File: src/swm_pkg.sv
// swm_pkg: shared types, constants and tables of the sliding window mean unit.
// No dependencies; imported by every module under src except swm_divider.
package swm_pkg;

  localparam int SAMPLE_BITS        = 24;
  localparam int FILL_BITS          = 7;
  localparam int CFG_INDEX_BITS     = 2;
  localparam int CFG_DATA_BITS      = 7;
  localparam int WINDOW_MAX_DEFAULT = 64;
  localparam int WINDOW_RESET       = 8;
  localparam int QUEUE_DEPTH        = 2;

  // trig / CORDIC fixed point
  localparam int TRIG_BITS     = 18;              // one Q1.14 sine or cosine
  localparam int ZW            = 21;              // Q16 angle accumulator
  localparam int CORDIC_STEPS  = 16;
  localparam int STEP_BITS     = $clog2(CORDIC_STEPS);
  localparam int PI_Q16        = 205887;
  localparam int TWO_PI_Q16    = 411775;
  localparam int HALF_PI_Q16   = 102944;
  localparam int CORDIC_K_Q30  = 652032875;

  // range reduction of |sample*16| by shifted copies of 2pi
  localparam int MOD_TOP       = (SAMPLE_BITS > 16) ? SAMPLE_BITS - 16 : 0;
  localparam int MOD_BITS      = (SAMPLE_BITS + 4 > 20) ? SAMPLE_BITS + 4 : 20;
  localparam int MOD_CNT_BITS  = $clog2(MOD_TOP + 2);

  localparam logic signed [ZW-1:0] PI_Z       = ZW'(PI_Q16);
  localparam logic signed [ZW-1:0] NEG_PI_Z   = -ZW'(PI_Q16);
  localparam logic signed [ZW-1:0] TWO_PI_Z   = ZW'(TWO_PI_Q16);
  localparam logic signed [ZW-1:0] HALF_PI_Z  = ZW'(HALF_PI_Q16);
  localparam logic signed [ZW-1:0] NEG_HALF_Z = -ZW'(HALF_PI_Q16);

  localparam logic [CFG_INDEX_BITS-1:0] CFG_WINDOW_SIZE = 2'd0;
  localparam logic [CFG_INDEX_BITS-1:0] CFG_ANGLE_MODE  = 2'd1;

  localparam logic ACT_APPEND = 1'b0;
  localparam logic ACT_CLEAR  = 1'b1;

  typedef struct packed {
    logic                          action;
    logic signed [SAMPLE_BITS-1:0] sample;
  } in_word_t;

  typedef struct packed {
    logic signed [SAMPLE_BITS-1:0] mean_value;
    logic [FILL_BITS-1:0]          fill_count;
    logic                          window_empty;
  } out_word_t;

  // classified command handed from front to back
  typedef struct packed {
    logic                          is_clear;
    logic signed [SAMPLE_BITS-1:0] sample;
  } cmd_t;

  typedef struct packed {
    logic start;
    logic vec_mode;
  } cordic_cmd_t;

  typedef enum logic [3:0] {
    ST_IDLE, ST_EVICT, ST_PREP, ST_MOD, ST_FOLD, ST_ROT,
    ST_STORE, ST_MEAN, ST_VEC, ST_DIV, ST_OUT
  } back_state_t;

  function automatic logic signed [ZW-1:0] atan_q16(input logic [STEP_BITS-1:0] i);
    logic signed [ZW-1:0] a;
    case (i)
      4'd0:    a = 21'sd51472;
      4'd1:    a = 21'sd30385;
      4'd2:    a = 21'sd16054;
      4'd3:    a = 21'sd8150;
      4'd4:    a = 21'sd4091;
      4'd5:    a = 21'sd2047;
      4'd6:    a = 21'sd1024;
      4'd7:    a = 21'sd512;
      4'd8:    a = 21'sd256;
      4'd9:    a = 21'sd128;
      4'd10:   a = 21'sd64;
      4'd11:   a = 21'sd32;
      4'd12:   a = 21'sd16;
      4'd13:   a = 21'sd8;
      4'd14:   a = 21'sd4;
      default: a = 21'sd2;
    endcase
    return a;
  endfunction

endpackage

File: src/swm_front.sv
// swm_front: input side of the mean unit; accepts words, classifies them
// and holds them in a short queue for the back end. Depends on swm_pkg.
module swm_front (
  input  logic              clk,
  input  logic              rst_n,
  input  logic              in_valid,
  output logic              in_stall,
  input  swm_pkg::in_word_t in_data,
  output logic              q_valid,
  output swm_pkg::cmd_t     q_item,
  input  logic              q_pop
);
  import swm_pkg::*;

  localparam int PW = $clog2(QUEUE_DEPTH);
  localparam int NW = $clog2(QUEUE_DEPTH + 1);

  cmd_t            q_r [QUEUE_DEPTH];
  logic [PW-1:0]   wr_ptr_r, rd_ptr_r;
  logic [NW-1:0]   count_r;
  logic            push;
  cmd_t            cmd_in;

  assign in_stall = (count_r == NW'(QUEUE_DEPTH));
  assign push     = in_valid && !in_stall;
  assign q_valid  = (count_r != '0);
  assign q_item   = q_r[rd_ptr_r];

  always_comb begin
    cmd_in.is_clear = (in_data.action == ACT_CLEAR);
    cmd_in.sample   = in_data.sample;
  end

  always_ff @(posedge clk) begin
    if (push) begin
      q_r[wr_ptr_r] <= cmd_in;
    end
  end

  always_ff @(posedge clk) begin
    if (!rst_n) begin
      wr_ptr_r <= '0;
      rd_ptr_r <= '0;
      count_r  <= '0;
    end else begin
      if (push) begin
        wr_ptr_r <= (wr_ptr_r == PW'(QUEUE_DEPTH - 1)) ? '0 : wr_ptr_r + 1'b1;
      end
      if (q_pop) begin
        rd_ptr_r <= (rd_ptr_r == PW'(QUEUE_DEPTH - 1)) ? '0 : rd_ptr_r + 1'b1;
      end
      count_r <= count_r + NW'(push) - NW'(q_pop);
    end
  end

endmodule

File: src/swm_cordic.sv
// swm_cordic: shared 16-step CORDIC, rotation or vectoring, one step a cycle.
// Depends on swm_pkg for the angle table and command type.
module swm_cordic #(
  parameter int XW = 45
) (
  input  logic                         clk,
  input  logic                         rst_n,
  input  swm_pkg::cordic_cmd_t         cmd,
  input  logic signed [XW-1:0]         x0,
  input  logic signed [XW-1:0]         y0,
  input  logic signed [swm_pkg::ZW-1:0] z0,
  output logic                         done,
  output logic signed [XW-1:0]         x,
  output logic signed [XW-1:0]         y,
  output logic signed [swm_pkg::ZW-1:0] z
);
  import swm_pkg::*;

  logic                 busy_r, done_r, vec_r;
  logic [STEP_BITS-1:0] step_r;
  logic signed [XW-1:0] x_r, y_r, xs, ys, x_nxt, y_nxt;
  logic signed [ZW-1:0] z_r, z_nxt, at;
  logic                 sigma;

  // sigma: rotate so that x -= y>>i, y += x>>i, z -= atan
  always_comb begin
    at    = atan_q16(step_r);
    xs    = x_r >>> step_r;
    ys    = y_r >>> step_r;
    sigma = vec_r ? (y_r <= 0) : (z_r >= 0);
    if (sigma) begin
      x_nxt = x_r - ys;
      y_nxt = y_r + xs;
      z_nxt = z_r - at;
    end else begin
      x_nxt = x_r + ys;
      y_nxt = y_r - xs;
      z_nxt = z_r + at;
    end
  end

  always_ff @(posedge clk) begin
    if (cmd.start) begin
      x_r   <= x0;
      y_r   <= y0;
      z_r   <= z0;
      vec_r <= cmd.vec_mode;
    end else if (busy_r) begin
      x_r <= x_nxt;
      y_r <= y_nxt;
      z_r <= z_nxt;
    end
  end

  always_ff @(posedge clk) begin
    if (!rst_n) begin
      busy_r <= 1'b0;
      done_r <= 1'b0;
      step_r <= '0;
    end else begin
      done_r <= busy_r && (step_r == STEP_BITS'(CORDIC_STEPS - 1));
      if (cmd.start) begin
        busy_r <= 1'b1;
        step_r <= '0;
      end else if (busy_r) begin
        step_r <= step_r + 1'b1;
        if (step_r == STEP_BITS'(CORDIC_STEPS - 1)) begin
          busy_r <= 1'b0;
        end
      end
    end
  end

  assign done = done_r;
  assign x    = x_r;
  assign y    = y_r;
  assign z    = z_r;

endmodule

File: src/swm_divider.sv
// swm_divider: restoring divider, one quotient bit a cycle, unsigned operands.
// Depends on swm_pkg only by convention (no shared items used beyond style).
module swm_divider #(
  parameter int LW = 30,
  parameter int CW = 7
) (
  input  logic          clk,
  input  logic          rst_n,
  input  logic          start,
  input  logic [LW-1:0] dividend,
  input  logic [CW-1:0] divisor,
  output logic          done,
  output logic [LW-1:0] quot
);
  localparam int NB = $clog2(LW);

  logic          busy_r, done_r;
  logic [NB-1:0] cnt_r;
  logic [LW-1:0] q_r;
  logic [CW:0]   rem_r, sh;
  logic [CW-1:0] div_r;
  logic          fits;

  always_comb begin
    sh   = {rem_r[CW-1:0], q_r[LW-1]};
    fits = (sh >= {1'b0, div_r});
  end

  always_ff @(posedge clk) begin
    if (start) begin
      q_r   <= dividend;
      rem_r <= '0;
      div_r <= divisor;
    end else if (busy_r) begin
      q_r   <= {q_r[LW-2:0], fits};
      rem_r <= fits ? sh - {1'b0, div_r} : sh;
    end
  end

  always_ff @(posedge clk) begin
    if (!rst_n) begin
      busy_r <= 1'b0;
      done_r <= 1'b0;
      cnt_r  <= '0;
    end else begin
      done_r <= busy_r && (cnt_r == '0);
      if (start) begin
        busy_r <= 1'b1;
        cnt_r  <= NB'(LW - 1);
      end else if (busy_r) begin
        cnt_r <= cnt_r - 1'b1;
        if (cnt_r == '0) begin
          busy_r <= 1'b0;
        end
      end
    end
  end

  assign done = done_r;
  assign quot = q_r;

endmodule

File: src/swm_back.sv
// swm_back: back end of the mean unit; ring of samples, running totals,
// trig and mean sequencer, output register. Uses swm_pkg, swm_cordic, swm_divider.
module swm_back #(
  parameter int WINDOW_MAX = swm_pkg::WINDOW_MAX_DEFAULT
) (
  input  logic                             clk,
  input  logic                             rst_n,
  input  logic                             hist_clear,
  input  logic [$clog2(WINDOW_MAX+1)-1:0]  win_size,
  input  logic                             angle_mode,
  input  logic                             q_valid,
  input  swm_pkg::cmd_t                    q_item,
  output logic                             q_pop,
  output logic                             out_valid,
  input  logic                             out_stall,
  output swm_pkg::out_word_t               out_data
);
  import swm_pkg::*;

  localparam int AW = $clog2(WINDOW_MAX);
  localparam int CW = $clog2(WINDOW_MAX + 1);
  localparam int LW = SAMPLE_BITS + AW;
  localparam int TW = 16 + AW;
  localparam int XW = TW + 23;
  localparam int RW = SAMPLE_BITS + 2 * TRIG_BITS;

  localparam logic signed [XW-1:0] K_X   = XW'(CORDIC_K_Q30);
  localparam logic signed [XW-1:0] RND16 = XW'(32768);
  localparam logic signed [ZW-1:0] RND4  = ZW'(8);

  back_state_t state_r, state_nxt;

  logic [AW-1:0]                 write_slot_r;
  logic [CW-1:0]                 held_r;
  logic signed [LW-1:0]          lin_r;
  logic signed [TW-1:0]          sin_r, cos_r;
  logic                          out_valid_r;
  out_word_t                     out_data_r;

  logic signed [SAMPLE_BITS-1:0] smp_r, mean_r;
  logic [MOD_BITS-1:0]           mag_r;
  logic [MOD_CNT_BITS-1:0]       k_r;
  logic                          neg_r, flip_r;
  logic signed [TRIG_BITS-1:0]   sn_r, cs_r;

  logic [RW-1:0]                 ring [WINDOW_MAX];
  logic [RW-1:0]                 rd_data_r;

  // control strobes
  logic        rd_en, ring_we, div_start;
  cordic_cmd_t cor_cmd;

  // helpers
  logic                          evict_need, trig_zero;
  logic [CW:0]                   old_sum;
  logic [AW-1:0]                 old_idx;
  logic signed [SAMPLE_BITS-1:0] ev_smp;
  logic signed [TRIG_BITS-1:0]   ev_sn, ev_cs;
  logic [SAMPLE_BITS-1:0]        smp_abs;
  logic [MOD_BITS-1:0]           mod_sub;
  logic signed [ZW-1:0]          r_s, m0, m1, m2;
  logic                          fold_flip;
  logic signed [XW-1:0]          xs, ys, vx0, vy0, cor_x0, cor_y0;
  logic signed [ZW-1:0]          vz0, cor_z0;
  logic                          cor_done, div_done;
  logic signed [XW-1:0]          cor_x, cor_y, xr_w, yr_w;
  logic signed [ZW-1:0]          cor_z, zr;
  logic signed [TRIG_BITS-1:0]   xr_t, yr_t;
  logic [LW-1:0]                 lin_mag, div_q, q_signed;

  assign evict_need = (held_r >= win_size) && (held_r != '0);
  assign trig_zero  = (sin_r == '0) && (cos_r == '0);

  // oldest slot = write_slot - held, modulo the ring depth
  always_comb begin
    old_sum = (CW+1)'(write_slot_r) + (CW+1)'(WINDOW_MAX) - (CW+1)'(held_r);
    if (old_sum >= (CW+1)'(WINDOW_MAX)) begin
      old_idx = AW'(old_sum - (CW+1)'(WINDOW_MAX));
    end else begin
      old_idx = AW'(old_sum);
    end
  end

  assign ev_smp = rd_data_r[RW-1 -: SAMPLE_BITS];
  assign ev_sn  = rd_data_r[2*TRIG_BITS-1 -: TRIG_BITS];
  assign ev_cs  = rd_data_r[TRIG_BITS-1:0];

  assign smp_abs = smp_r[SAMPLE_BITS-1] ? SAMPLE_BITS'(-smp_r) : SAMPLE_BITS'(smp_r);
  assign mod_sub = MOD_BITS'(TWO_PI_Q16) << k_r;

  // reduced angle into [-pi/2, pi/2], flip marks a half-turn fold
  always_comb begin
    r_s = $signed({{(ZW-19){1'b0}}, mag_r[18:0]});
    m0  = neg_r ? -r_s : r_s;
    m1  = m0;
    if (m1 > PI_Z) begin
      m1 = m1 - TWO_PI_Z;
    end
    if (m1 < NEG_PI_Z) begin
      m1 = m1 + TWO_PI_Z;
    end
    fold_flip = 1'b0;
    if (m1 > HALF_PI_Z) begin
      m2        = m1 - PI_Z;
      fold_flip = 1'b1;
    end else if (m1 < NEG_HALF_Z) begin
      m2        = m1 + PI_Z;
      fold_flip = 1'b1;
    end else begin
      m2 = m1;
    end
  end

  // atan2 start vector, left half-plane mirrored with z at +/-pi
  always_comb begin
    xs = XW'(cos_r) <<< 20;
    ys = XW'(sin_r) <<< 20;
    if (xs < 0) begin
      vz0 = (ys >= 0) ? PI_Z : NEG_PI_Z;
      vx0 = -xs;
      vy0 = -ys;
    end else begin
      vz0 = '0;
      vx0 = xs;
      vy0 = ys;
    end
  end

  assign cor_x0 = cor_cmd.vec_mode ? vx0 : K_X;
  assign cor_y0 = cor_cmd.vec_mode ? vy0 : '0;
  assign cor_z0 = cor_cmd.vec_mode ? vz0 : m2;

  assign xr_w = (cor_x + RND16) >>> 16;
  assign yr_w = (cor_y + RND16) >>> 16;
  assign xr_t = xr_w[TRIG_BITS-1:0];
  assign yr_t = yr_w[TRIG_BITS-1:0];
  assign zr   = (cor_z + RND4) >>> 4;

  assign lin_mag  = lin_r[LW-1] ? LW'(-lin_r) : LW'(lin_r);
  assign q_signed = lin_r[LW-1] ? LW'(-div_q) : div_q;

  swm_cordic #(.XW(XW)) u_cordic (
    .clk   (clk),
    .rst_n (rst_n),
    .cmd   (cor_cmd),
    .x0    (cor_x0),
    .y0    (cor_y0),
    .z0    (cor_z0),
    .done  (cor_done),
    .x     (cor_x),
    .y     (cor_y),
    .z     (cor_z)
  );

  swm_divider #(.LW(LW), .CW(CW)) u_div (
    .clk      (clk),
    .rst_n    (rst_n),
    .start    (div_start),
    .dividend (lin_mag),
    .divisor  (held_r),
    .done     (div_done),
    .quot     (div_q)
  );

  // next state
  always_comb begin
    state_nxt = state_r;
    case (state_r)
      ST_IDLE: begin
        if (q_valid && !out_valid_r) begin
          if (q_item.is_clear) begin
            state_nxt = ST_MEAN;
          end else if (evict_need) begin
            state_nxt = ST_EVICT;
          end else begin
            state_nxt = ST_PREP;
          end
        end
      end
      ST_EVICT: state_nxt = ST_PREP;
      ST_PREP:  state_nxt = angle_mode ? ST_MOD : ST_STORE;
      ST_MOD:   if (k_r == '0) state_nxt = ST_FOLD;
      ST_FOLD:  state_nxt = ST_ROT;
      ST_ROT:   if (cor_done) state_nxt = ST_STORE;
      ST_STORE: state_nxt = ST_MEAN;
      ST_MEAN: begin
        if (held_r == '0) begin
          state_nxt = ST_OUT;
        end else if (angle_mode) begin
          state_nxt = trig_zero ? ST_OUT : ST_VEC;
        end else begin
          state_nxt = ST_DIV;
        end
      end
      ST_VEC:   if (cor_done) state_nxt = ST_OUT;
      ST_DIV:   if (div_done) state_nxt = ST_OUT;
      ST_OUT:   state_nxt = ST_IDLE;
      default:  state_nxt = ST_IDLE;
    endcase
  end

  // control strobes
  always_comb begin
    q_pop       = 1'b0;
    rd_en       = 1'b0;
    ring_we     = 1'b0;
    div_start   = 1'b0;
    cor_cmd     = '0;
    case (state_r)
      ST_IDLE: begin
        if (q_valid && !out_valid_r) begin
          q_pop = 1'b1;
          rd_en = !q_item.is_clear && evict_need;
        end
      end
      ST_FOLD:  cor_cmd.start = 1'b1;
      ST_STORE: ring_we = 1'b1;
      ST_MEAN: begin
        if (held_r != '0) begin
          if (angle_mode) begin
            if (!trig_zero) begin
              cor_cmd.start    = 1'b1;
              cor_cmd.vec_mode = 1'b1;
            end
          end else begin
            div_start = 1'b1;
          end
        end
      end
      default: ;
    endcase
  end

  // sample ring: read of the oldest entry, registered
  always_ff @(posedge clk) begin
    if (ring_we) begin
      ring[write_slot_r] <= {smp_r, sn_r, cs_r};
    end
    if (rd_en) begin
      rd_data_r <= ring[old_idx];
    end
  end

  // control state and running totals
  always_ff @(posedge clk) begin
    if (!rst_n) begin
      state_r      <= ST_IDLE;
      write_slot_r <= '0;
      held_r       <= '0;
      lin_r        <= '0;
      sin_r        <= '0;
      cos_r        <= '0;
      out_valid_r  <= 1'b0;
    end else begin
      state_r <= state_nxt;
      if (out_valid_r && !out_stall) begin
        out_valid_r <= 1'b0;
      end
      if (hist_clear || (q_pop && q_item.is_clear)) begin
        write_slot_r <= '0;
        held_r       <= '0;
        lin_r        <= '0;
        sin_r        <= '0;
        cos_r        <= '0;
      end
      case (state_r)
        ST_EVICT: begin
          lin_r  <= lin_r - LW'(ev_smp);
          sin_r  <= sin_r - TW'(ev_sn);
          cos_r  <= cos_r - TW'(ev_cs);
          held_r <= held_r - 1'b1;
        end
        ST_STORE: begin
          lin_r  <= lin_r + LW'(smp_r);
          sin_r  <= sin_r + TW'(sn_r);
          cos_r  <= cos_r + TW'(cs_r);
          held_r <= held_r + 1'b1;
          write_slot_r <= (write_slot_r == AW'(WINDOW_MAX - 1)) ? '0 : write_slot_r + 1'b1;
        end
        ST_OUT: out_valid_r <= 1'b1;
        default: ;
      endcase
    end
  end

  // payload
  always_ff @(posedge clk) begin
    if (q_pop) begin
      smp_r <= q_item.sample;
    end
    case (state_r)
      ST_PREP: begin
        mag_r <= MOD_BITS'({smp_abs, 4'b0000});
        neg_r <= smp_r[SAMPLE_BITS-1];
        k_r   <= MOD_CNT_BITS'(MOD_TOP);
        sn_r  <= '0;
        cs_r  <= '0;
      end
      ST_MOD: begin
        if (mag_r >= mod_sub) begin
          mag_r <= mag_r - mod_sub;
        end
        k_r <= k_r - 1'b1;
      end
      ST_FOLD: flip_r <= fold_flip;
      ST_ROT: begin
        if (cor_done) begin
          cs_r <= flip_r ? -xr_t : xr_t;
          sn_r <= flip_r ? -yr_t : yr_t;
        end
      end
      ST_MEAN: mean_r <= '0;
      ST_VEC:  if (cor_done) mean_r <= SAMPLE_BITS'(zr);
      ST_DIV:  if (div_done) mean_r <= q_signed[SAMPLE_BITS-1:0];
      ST_OUT: begin
        out_data_r.mean_value   <= mean_r;
        out_data_r.fill_count   <= FILL_BITS'(held_r);
        out_data_r.window_empty <= (held_r == '0);
      end
      default: ;
    endcase
  end

  assign out_valid = out_valid_r;
  assign out_data  = out_data_r;

  a_held_in_window: assert property (@(posedge clk) disable iff (!rst_n)
    held_r <= win_size)
    else $error("fill count above window size");

  a_slot_in_ring: assert property (@(posedge clk) disable iff (!rst_n)
    int'(write_slot_r) < WINDOW_MAX)
    else $error("write slot outside ring");

  a_pop_needs_free_out: assert property (@(posedge clk) disable iff (!rst_n)
    q_pop |-> !out_valid_r)
    else $error("item taken while result still pending");

  a_store_fills: assert property (@(posedge clk) disable iff (!rst_n)
    (state_r == ST_STORE && !hist_clear) |=> held_r != '0)
    else $error("store left window empty");

endmodule

File: src/sliding_window_mean_unit.sv
// sliding_window_mean_unit: top level of the sliding window mean block.
// Holds the config registers; uses swm_pkg, swm_front and swm_back.
//
// Use:
//  - in_valid/in_stall/in_data carry one word per item: action 0 appends a
//    Q11.12 sample, action 1 empties the window. A word moves on an edge with
//    valid high and stall low. The front queue holds two words, so the
//    sender keeps going while the back end works or a result waits.
//  - out_valid/out_stall/out_data give one result word per item: mean,
//    fill count and empty flag. A stalled result sits in the output register;
//    the back end starts no new item until it is taken, and the queue fills.
//  - cfg_valid/cfg_ready/cfg_index/cfg_data write window_size (index 0,
//    clamped to 1..WINDOW_MAX) or angle_mode (index 1). Either write empties
//    the window; other indexes are ignored. Write only while idle.
// From queue pop to result valid: a clear passes only through the mean and
// output states. An append in linear mode waits on the bit-serial divider (one
// quotient bit per cycle over the 30-bit running sum). In angle mode it runs
// range reduction (9 steps), a 16-step sin/cos CORDIC and a 16-step atan2
// CORDIC on one shared unit. One item at a time in the back end.
// Reset: window empty, window_size 8, linear mode; no ring clearing pass.
module sliding_window_mean_unit #(
  parameter int WINDOW_MAX = swm_pkg::WINDOW_MAX_DEFAULT
) (
  input  logic                                 clk,
  input  logic                                 rst_n,
  input  logic                                 in_valid,
  output logic                                 in_stall,
  input  swm_pkg::in_word_t                    in_data,
  output logic                                 out_valid,
  input  logic                                 out_stall,
  output swm_pkg::out_word_t                   out_data,
  input  logic                                 cfg_valid,
  output logic                                 cfg_ready,
  input  logic [swm_pkg::CFG_INDEX_BITS-1:0]   cfg_index,
  input  logic [swm_pkg::CFG_DATA_BITS-1:0]    cfg_data
);
  import swm_pkg::*;

  localparam int CW = $clog2(WINDOW_MAX + 1);
  localparam int WIN_INIT = (WINDOW_RESET > WINDOW_MAX) ? WINDOW_MAX : WINDOW_RESET;

  logic [CW-1:0] win_size_r, win_size_nxt;
  logic          angle_r, angle_nxt;
  logic          hist_clear;

  logic          q_valid, q_pop;
  cmd_t          q_item;

  // config is taken on any cycle; the contract keeps writes to idle time
  assign cfg_ready = 1'b1;

  always_comb begin
    int v;
    v            = int'(cfg_data);
    win_size_nxt = win_size_r;
    angle_nxt    = angle_r;
    hist_clear   = 1'b0;
    if (cfg_valid && cfg_ready) begin
      case (cfg_index)
        CFG_WINDOW_SIZE: begin
          if (v < 1) v = 1;
          if (v > WINDOW_MAX) v = WINDOW_MAX;
          win_size_nxt = CW'(v);
          hist_clear   = 1'b1;
        end
        CFG_ANGLE_MODE: begin
          angle_nxt  = cfg_data[0];
          hist_clear = 1'b1;
        end
        default: ;
      endcase
    end
  end

  always_ff @(posedge clk) begin
    if (!rst_n) begin
      win_size_r <= CW'(WIN_INIT);
      angle_r    <= 1'b0;
    end else begin
      win_size_r <= win_size_nxt;
      angle_r    <= angle_nxt;
    end
  end

  // front: accept and queue
  swm_front u_front (
    .clk      (clk),
    .rst_n    (rst_n),
    .in_valid (in_valid),
    .in_stall (in_stall),
    .in_data  (in_data),
    .q_valid  (q_valid),
    .q_item   (q_item),
    .q_pop    (q_pop)
  );

  // back: ring, totals, trig, mean, output register
  swm_back #(.WINDOW_MAX(WINDOW_MAX)) u_back (
    .clk        (clk),
    .rst_n      (rst_n),
    .hist_clear (hist_clear),
    .win_size   (win_size_r),
    .angle_mode (angle_r),
    .q_valid    (q_valid),
    .q_item     (q_item),
    .q_pop      (q_pop),
    .out_valid  (out_valid),
    .out_stall  (out_stall),
    .out_data   (out_data)
  );

endmodule

File: config.mk
export PLATFORM = sky130hd
export DESIGN_NAME = sliding_window_mean_unit
export DESIGN_NICKNAME = d
export VERILOG_FILES = /design/src/swm_pkg.sv /design/src/swm_front.sv /design/src/swm_cordic.sv /design/src/swm_divider.sv /design/src/swm_back.sv /design/src/sliding_window_mean_unit.sv
export SDC_FILE = /design/constraint.sdc
export NUM_CORES = 2
export LEC_CHECK = 0
export ABC_AREA = 0
export CORE_ASPECT_RATIO = 0.7
export CORE_MARGIN = 5
export CORE_UTILIZATION = 45
export DETAILED_ROUTE_END_ITERATION = 16
export DONT_BUFFER_PORTS = 1
export SETUP_SLACK_MARGIN = 0.05
export SLEW_MARGIN = 5
export SYNTH_ARGS = -nofsm -noshare
export SYNTH_HDL_FRONTEND = slang
export SYNTH_MEMORY_MAX_BITS = 65536
export SYNTH_SLANG_ARGS = --single-unit
File: constraint.sdc
create_clock -name clk -period 15.04 [get_ports clk]
set_clock_uncertainty 0.15 [all_clocks]
set_input_delay 3.76 -clock clk [delete_from_list [all_inputs] [get_ports clk]]
set_output_delay 3.76 -clock clk [all_outputs]
set_load 0.05 [all_outputs]
# --- Yosys cells after proc, flatten, opt, wreduce, memory -nomap -nowiden ---
# Memories as Yosys holds them, arrays and structs flattened. A register that Yosys moved wholly into a read port is not among the register bits.
# Cells that the tools add are included.
totals:
  n_memories: 3
  ram_bits: 3890
  rom_bits: 256
  regBits: 423
  out_inout_bits: 35
  inputBits: 39
  wordCells: 263
op_classes:
  eq_ne: 20
  n_bitwise: 1
  add_sub_neg: 42
  shifts: 3
  mux: 103
  order_cmp: 14
  n_reduce_logical: 40
memory_table:
  columns: ["name", "depth", "width", "rd", "rd_clocked_by_memory_dff", "wr", "line", "text"]
  rows:
  - ["u_back.ring", 64, 60, 1, 1, 1, "swm_back.sv:46", "logic [RW-1:0] ring [WINDOW_MAX];"]
  - ["(no name shown)", 16, 16, 1, 1, 0, "swm_pkg.sv:69", "case (i)"]
  - ["u_front.q_r", 2, 25, 1, 1, 1, "swm_front.sv:18", "cmd_t q_r [QUEUE_DEPTH];"]
op_table:
  columns: ["op", "n"]
  rows:
  - ["2-to-1 mux 45 bit", 10]
  - ["2-to-1 mux 21 bit", 11]
  - ["2-to-1 mux 30 bit", 4]
  - ["2-to-1 mux 24 bit", 4]
  - ["adder 45 bit", 2]
  - ["negator 42 -> 45 bit", 2]
  - [">>> shifter 45 x 4 -> 45 bit", 2]
  - ["subtractor 45 bit", 2]
  - ["one-hot mux 22 bit (2 select lines)", 2]
  - ["2-to-1 mux 18 bit", 4]
  - ["one-hot mux 18 bit (2 select lines)", 2]
  - ["one-hot mux 24 bit (3 select lines)", 1]
  - ["adder 34 x 17 -> 34 bit, second input constant", 2]
  - ["2-to-1 mux 32 bit", 2]
  - ["one-hot mux 30 bit (2 select lines)", 1]
  - ["one-hot mux 28 bit (2 select lines)", 1]
  - ["negator 24 bit", 2]
  - ["<= comparator 45 x 1 -> 1 bit, second input constant", 1]
  - ["adder 22 x 18 -> 22 bit", 2]
  - ["logical NOT 22 bit", 2]
  - ["subtractor 22 x 18 -> 22 bit", 2]
  - ["greater-or-equal comparator 42 x 1 -> 1 bit, second input constant", 1]
  - ["< comparator 42 x 1 -> 1 bit, second input constant", 1]
  - ["2-to-1 mux 4 bit", 10]
  - ["other kinds (74)", 150]

# --- Logic depth before layout (Yosys ltp) ---
logic_depth:
  word_depth: 11
  depth_mapped: 36

# --- Modules after synthesis ---
# Synthesis repeated with hierarchy kept, for this count alone.
hier_totals:
  cells_unflattened: 11242
  hier_area_um2: 194940.7
by_module_without_submodules:
  columns: ["module", "cells_per_inst", "area_per_inst_um2", "n_inst", "seq_area_each_um2"]
  rows:
  - ["swm_back", 8773, 171555.8, 1, 123458.4]
  - ["swm_cordic", 2112, 18287.5, 1, 3803.6]
  - ["swm_divider", 212, 2600.0, 1, 1391.3]
  - ["swm_front", 104, 2138.3, 1, 1601.5]
  - ["sliding_window_mean_unit", 41, 359.1, 1, 160.2]

# --- Worst setup path after synthesis ---
# Ideal clock, no wire load.
synth_path:
  path_kind: "reg2reg"
  startpoint: "register u_back.u_cordic.step_r[0]"
  endpoint: "register u_back.u_cordic.y_r[42], in the netlist u_back.u_cordic.y[42], data pin"
  slack_ns: 6.858
  setup_ns: 0.269
  synth_period_minus_slack_ns: 8.182
  arrival_time_ns: 7.763
  n_path_buf: 6
  stages_incl_launch_ff: 33
  path_cell_list: "dfxtp_1 -> clkbuf_1 -> buf_1 -> clkbuf_1 -> buf_1 -> buf_2 -> buf_2 -> nand2_1 -> o21ai_0 -> a21oi_1 -> o21ai_0 -> ha_1 -> nand2_1 -> o21ai_0 -> fa_1 -> a21o_1 -> a21o_1 -> a21oi_1 -> o21ai_0 -> a2111oi_0 -> o31ai_1 -> o221a_2 -> a41o_1 -> o41a_1 -> a41o_1 -> o41ai_1 -> o311a_1 -> o21ai_0 -> nand2_1 -> nand2b_1 -> a21oi_1 -> xor2_1 -> o21ai_0"
synth_between:
  elab_chain_cells: 5
synth_lines:
  columns: ["item", "line", "text"]
  rows:
  - ["from (decl)", "swm_cordic.sv:20", "logic [STEP_BITS-1:0] step_r;"]
  - ["from (signal assigned)", "swm_cordic.sv:66", "step_r <= step_r + 1'b1;"]
  - [">>> shifter 45 x 4 -> 45 bit *", "swm_cordic.sv:28", "xs = x_r >>> step_r;"]
  - ["subtractor 45 bit or adder 45 bit (tied branches)", "swm_cordic.sv:37, swm_cordic.sv:33", null]
  - ["2-to-1 mux 45 bit *", "swm_cordic.sv:31", "if (sigma) begin"]
  - ["2-to-1 mux 45 bit *", "swm_cordic.sv:48", "end else if (busy_r) begin"]
  - ["2-to-1 mux 45 bit *", "swm_cordic.sv:43", "if (cmd.start) begin"]
  - ["to (signal assigned)", "swm_cordic.sv:45", "y_r <= y0;"]
  - ["to (signal assigned)", "swm_cordic.sv:50", "y_r <= y_nxt;"]
  - ["to (decl)", "swm_cordic.sv:21", "logic signed [XW-1:0] x_r, y_r, xs, ys, x_nxt, y_nxt;"]
# Every way passes the cells marked *; elsewhere a longest branch is shown, timed or not. The select of a mux whose other input is x is not followed.
# A chain may end at the register's enable or synchronous reset.

# --- Worst setup path after layout ---
# Same ends and word-level chain as after synthesis.

==> metrics.sh <==
OUTCOME='finished, final reports clean'
STDCELL_AREA_UM2=213000
WORST-SLEW-PIN-TRANSITION_NS=1.42
WORST_HOLD_PATH_TYPE='flip-flop to flip-flop'
POST_DRT_VIA_CELL_RATIO=6.30
CRITICAL_PATH_CELL_WITH_THE_HIGHEST_STAGE_DELAY='sky130_fd_sc_hd__buf_4'
TIMING.CRITICAL_PATH.ARRIVAL_NS=9.11
HOLD_FIX_BUFFER_COUNT_AFTER_CTS=0
ROUTEDWLPERCELL_UM=33.0
SETUP.WORST_PATH.START_CLASS='flip-flop'
SYNTH.MUX.AREA_FRACTION=0.160
TIMING.SLEW.HEADROOM=0.0484
INITIAL_CORE_UTIL=0.451
PATH_CLK_SLEW_NS=0.07
MAX-CAP-VIOLATIONS=0
DETAILEDROUTE.FIRSTITERATIONVIOLATIONS=14600
SYN2LAYOUT_AREA_GROWTH_PCT=11.5
MAXCLOCKFREQUENCY_MHz=116
GRT_PASS1_VIAS=104000
CRITICAL_PATH.MOST_COMMON_CELL='sky130_fd_sc_hd__o21ai_0'
DIE_W_UM=789
DRC=0
YS.WARNINGS.COUNT=0
FINALHOLDWORSTSLACK_NS=0.264
SYNTH.YOSYS.SEQ_AREA_SHARE=0.682
CRITPATHMAXFANOUT=55
SYNTH_FA_HA_AREA_FRAC=0.0189
REPORT.FINAL.SETUP_VIOL=0
POST-DP-HPWL_MM=335
RSZ_0062_RAISED_AFTER_GLOBAL_ROUTING='false'
ROW_COUNT=200
SYNTH_CELL_TYPES=116
SYNTH_SEQ_CELLS=4390
GRT_PASS1_WL_MM=792
SYNTH_TOP_FAMILY_BY_AREA='multiplexers'
FINALMAXSLEWVIOLATIONS=0
CLOCKBUFFERDEPTH=4
HOLD_VIOL_FINAL=0
NUMBER_OF_FLOPS_MAPPED_TO_ENABLE_CELLS_BY_YOSYS=4249
PEAKVDDDROP_mV=0.533
SYNTHESIS.INSTANCES=10800
FINALWORSTPATHREQUIREDPERIOD_NS=8.59
WORST_STAGE_DELAY_ON_THE_CRITICAL_PATH_NS=0.75
POST_DP_CELL_AREA_UM2=199000
LAYOUT_CELLS_SIZED_ABOVE_1=0.213
CLKSINKCOUNT=4390
CTS_POST_SETUP_BUFFERS_INSERTED=0
VIAS_AFTER_DETAILED_ROUTING=107000
SYNTH-COMPOUND-AREA-SHARE=0.0483
H-TREE-DEPTH=5
POSTSYNTHNETCOUNT=11200
DRT_PASS1_ITERATIONS=6
FINALCRITPERIODSHARE=0.571
ANT_NETS=0
NUM_IO_PINS=74
CTS_TREE='built'
CRITICAL_PATH_REQUIRED_NS=15.56
SYN-CELL-AREA_UM2=191000
YS_DOMINANT_REG_CELL='sky130_fd_sc_hd__edfxtp_1'
CTS_MADE_BUFFERS=411
FINAL.SETUP.TNS_NS=0
CRITPATHKIND='flip-flop to flip-flop'
ANTENNA_FOUND_INITIAL=30
KIND_OF_END_POINT_OF_THE_CRITICAL_PATH='flip-flop'
POWERDENSITY_nW_PER_UM2=236
DP_WORST_SETUP_SLACK_NS=6.63
YS_ASYNC_SR_FRACTION=0
DRT-TOTAL-WL_MM=563
TIMING.FINAL.WS_SETUP_NS=6.45
DIE_HEIGHT_UM=555
PORTBUFFERS=0
SYNTH_XOR_AREA_FRAC=0.0274
FLOORPLAN.DIE_AREA_UM2=438000
SYNTHESIS.AREA_PER_INSTANCE_UM2=17.6
FP.COREAREA_UM2=424000
POST_CTS_RESIZE_COUNT=0
STATIC-LEAKAGE-POWER_uW=0.0685
GRT_START_MAX_NET_PINS=112
NFILLCELLS=34000
FINAL_NETS=11400
FINALWEIGHTEDCONGESTION=0.940
CTS.ROOT.BUFFER_CELL='sky130_fd_sc_hd__clkbuf_16'
YOSYS.AREA_SHARE.SIMPLE=0.0490
GRT_USAGE=0.252
WORST_SKEW_LATE_LATENCY_NS=1.03
GLOBAL_ROUTE.OVERFLOW_TOTAL=0
-- metrics by stage --
stage	util	cells	power (uW)
global route	0.503	17000	52600
CTS	0.503	17000	50400
detailed placement	0.471	16300	39700
floorplan	-	10800	31400
global placement	0.471	16300	39500
finish	0.503	17000	50300
-- path summary, 6_finish.rpt --
path,cells past startpoint,to,from,slack (ns)
min,0,u_back.out_data[10],u_back.mean_r[2],0.26
max,28,u_back.u_cordic.y[42],u_back.u_cordic.step_r[0],6.45
max reg2reg,28,u_back.u_cordic.y[42],u_back.u_cordic.step_r[0],6.45
min reg2reg,0,u_back.out_data[10],u_back.mean_r[2],0.26
-- Yosys cell counts, types with 11 or more instances --
master                     number  area [um^2]
sky130_fd_sc_hd__edfxtp_1    4249       128000
sky130_fd_sc_hd__mux4_2      1268        28600
sky130_fd_sc_hd__nand2_1      583         2190
sky130_fd_sc_hd__nor2_1       503         1890
sky130_fd_sc_hd__a21oi_1      409         2050
sky130_fd_sc_hd__clkbuf_1     393         1480
sky130_fd_sc_hd__o21ai_0      314         1570
sky130_fd_sc_hd__xnor2_1      299         2620
sky130_fd_sc_hd__xor2_1       288         2520
sky130_fd_sc_hd__ha_1         273         3420
sky130_fd_sc_hd__nor2b_1      188         1180
sky130_fd_sc_hd__inv_1        185          694
sky130_fd_sc_hd__mux2i_1      152         1520
sky130_fd_sc_hd__dfxtp_1      141         2820
sky130_fd_sc_hd__nor3_1       129          646
sky130_fd_sc_hd__buf_1        122          458
sky130_fd_sc_hd__nand3_1      119          596
sky130_fd_sc_hd__a211oi_1     110          826
sky130_fd_sc_hd__or3_1         81          507
sky130_fd_sc_hd__o31ai_1       70          526
sky130_fd_sc_hd__and3_1        62          388
sky130_fd_sc_hd__a21o_1        61          458
sky130_fd_sc_hd__a31oi_1       60          375
sky130_fd_sc_hd__nand2b_1      56          350
sky130_fd_sc_hd__a22oi_1       55          413
sky130_fd_sc_hd__and2_1        48          300
sky130_fd_sc_hd__o22ai_1       44          275
sky130_fd_sc_hd__a21boi_0      39          293
sky130_fd_sc_hd__o21a_1        38          285
sky130_fd_sc_hd__nand4_1       37          231
sky130_fd_sc_hd__mux2_2        36          405
sky130_fd_sc_hd__nor4_1        31          194
sky130_fd_sc_hd__or2_2         30          188
sky130_fd_sc_hd__or4_1         24          180
sky130_fd_sc_hd__o211ai_1      23          173
sky130_fd_sc_hd__o31a_1        20          175
sky130_fd_sc_hd__o41ai_1       18          158
sky130_fd_sc_hd__o21bai_1      16          120
sky130_fd_sc_hd__nand3b_1      15          113
sky130_fd_sc_hd__buf_2         14         70.1
sky130_fd_sc_hd__a221oi_1      11         96.3
sky130_fd_sc_hd__a41oi_1       11         96.3
sky130_fd_sc_hd__o221ai_1      11         96.3
-- registers in the layout, summed over array words and instances (netlist names), 7 cells and up, named ones only --
| signal | count |
|---|---|
| u_back.lin_r | 30 |
| u_back.sn_r | 18 |
| u_back.u_cordic.at | 16 |
| u_back.out_data | 32 |
| u_back.held_r | 7 |
| win_size_r | 7 |
| u_back.u_cordic.x | 45 |
| u_back.u_cordic.y | 45 |
| u_back.cs_r | 18 |
| u_back.u_div.div_r | 7 |
| u_front.q_r | 50 |
| u_back.smp_r | 24 |
| u_back.ring | 3840 |
| u_back.rd_data_r | 60 |
| u_back.sin_r | 22 |
| u_back.u_cordic.z | 21 |
| u_back.mag_r | 28 |
| u_back.u_div.quot | 30 |
| u_back.mean_r | 24 |
| u_back.cos_r | 22 |
| u_back.u_div.rem_r | 7 |
-- cell families (layout without fill, tap and decap cells) --
kind of cell	count (synthesis)	in the layout
buffers and inverters	724	1262
AO/OA/AOI/OAI	1433	1433
adder cells (fa/ha/maj)	283	283
XOR/XNOR	593	593
other	1	7
multiplexers	1456	1456
flip-flops	4390	4390
AND/OR/NAND/NOR	1951	1951
-- metal layers --
layer | track usage | vias to the layer above | wire length (um) | share of wire
met1 | 0.389 | 56900 | 246000 | 0.44
li1 | - | 44200 | - | -
met3 | 0.0429 | 727 | 52500 | 0.093
met4 | 0.0639 | 4 | 15200 | 0.027
met2 | 0.374 | 5432 | 248000 | 0.44
met5 | 0 | - | 23 | 0.000041
-- where the power goes --
part,internal [uW],total [uW],switching (uW)
clock,5950,10600,4630
sequential,15000,15800,761
combinational,9350,23900,14600
total,30300,50300,20000
-- worst max-delay path, delay by kind of cell (launching register included) --
kind / cells / cell delay (ns)
compound gates: 18 / 4.96
flops: 1 / 0.74
fa+ha+maj: 2 / 0.80
buf+inv: 1 / 0.75
mux: 1 / 0.14
simple gates: 5 / 0.50
xor+xnor: 1 / 0.16
-- layout make-up --
| type | count | area, um^2 | area share |
|---|---|---|---|
| flip-flops and latches | 4390 | 130000 | 0.612 |
| multi-input cells | 5717 | 58700 | 0.275 |
| clock buffers | 494 | 10800 | 0.0507 |
| well taps | 5656 | 7080 | 0.0332 |
| clock inverters | 260 | 2690 | 0.0126 |
| repair buffers | 319 | 2610 | 0.0122 |
| inverters | 189 | 709 | 0.00333 |
| diodes | 6 | 15.0 | 0.0000705 |
-- placed cells by master (no fill, tap or decap), drive strengths merged, types with 25 or more instances in the layout --
| cell | n |
|---|---|
| a22oi | 56 |
| o22ai | 44 |
| nor2b | 188 |
| mux2 | 36 |
| or3 | 82 |
| and2 | 48 |
| xor2 | 292 |
| a21oi | 411 |
| nor2 | 504 |
| or2 | 32 |
| a211oi | 111 |
| inv | 193 |
| nor3 | 132 |
| edfxtp | 4249 |
| o21ai | 326 |
| a31oi | 60 |
| o31ai | 75 |
| xnor2 | 301 |
| or4 | 25 |
| a21o | 61 |
| nand2b | 56 |
| dfxtp | 141 |
| clkinv | 194 |
| a21boi | 41 |
| o211ai | 26 |
| bufinv | 48 |
| o21a | 38 |
| nand3 | 119 |
| mux4 | 1268 |
| and3 | 62 |
| buf | 319 |
| nand2 | 585 |
| mux2i | 152 |
| nor4 | 33 |
| ha | 273 |
| clkbuf | 494 |
| nand4 | 37 |
(Power assumes the default switching activity.)
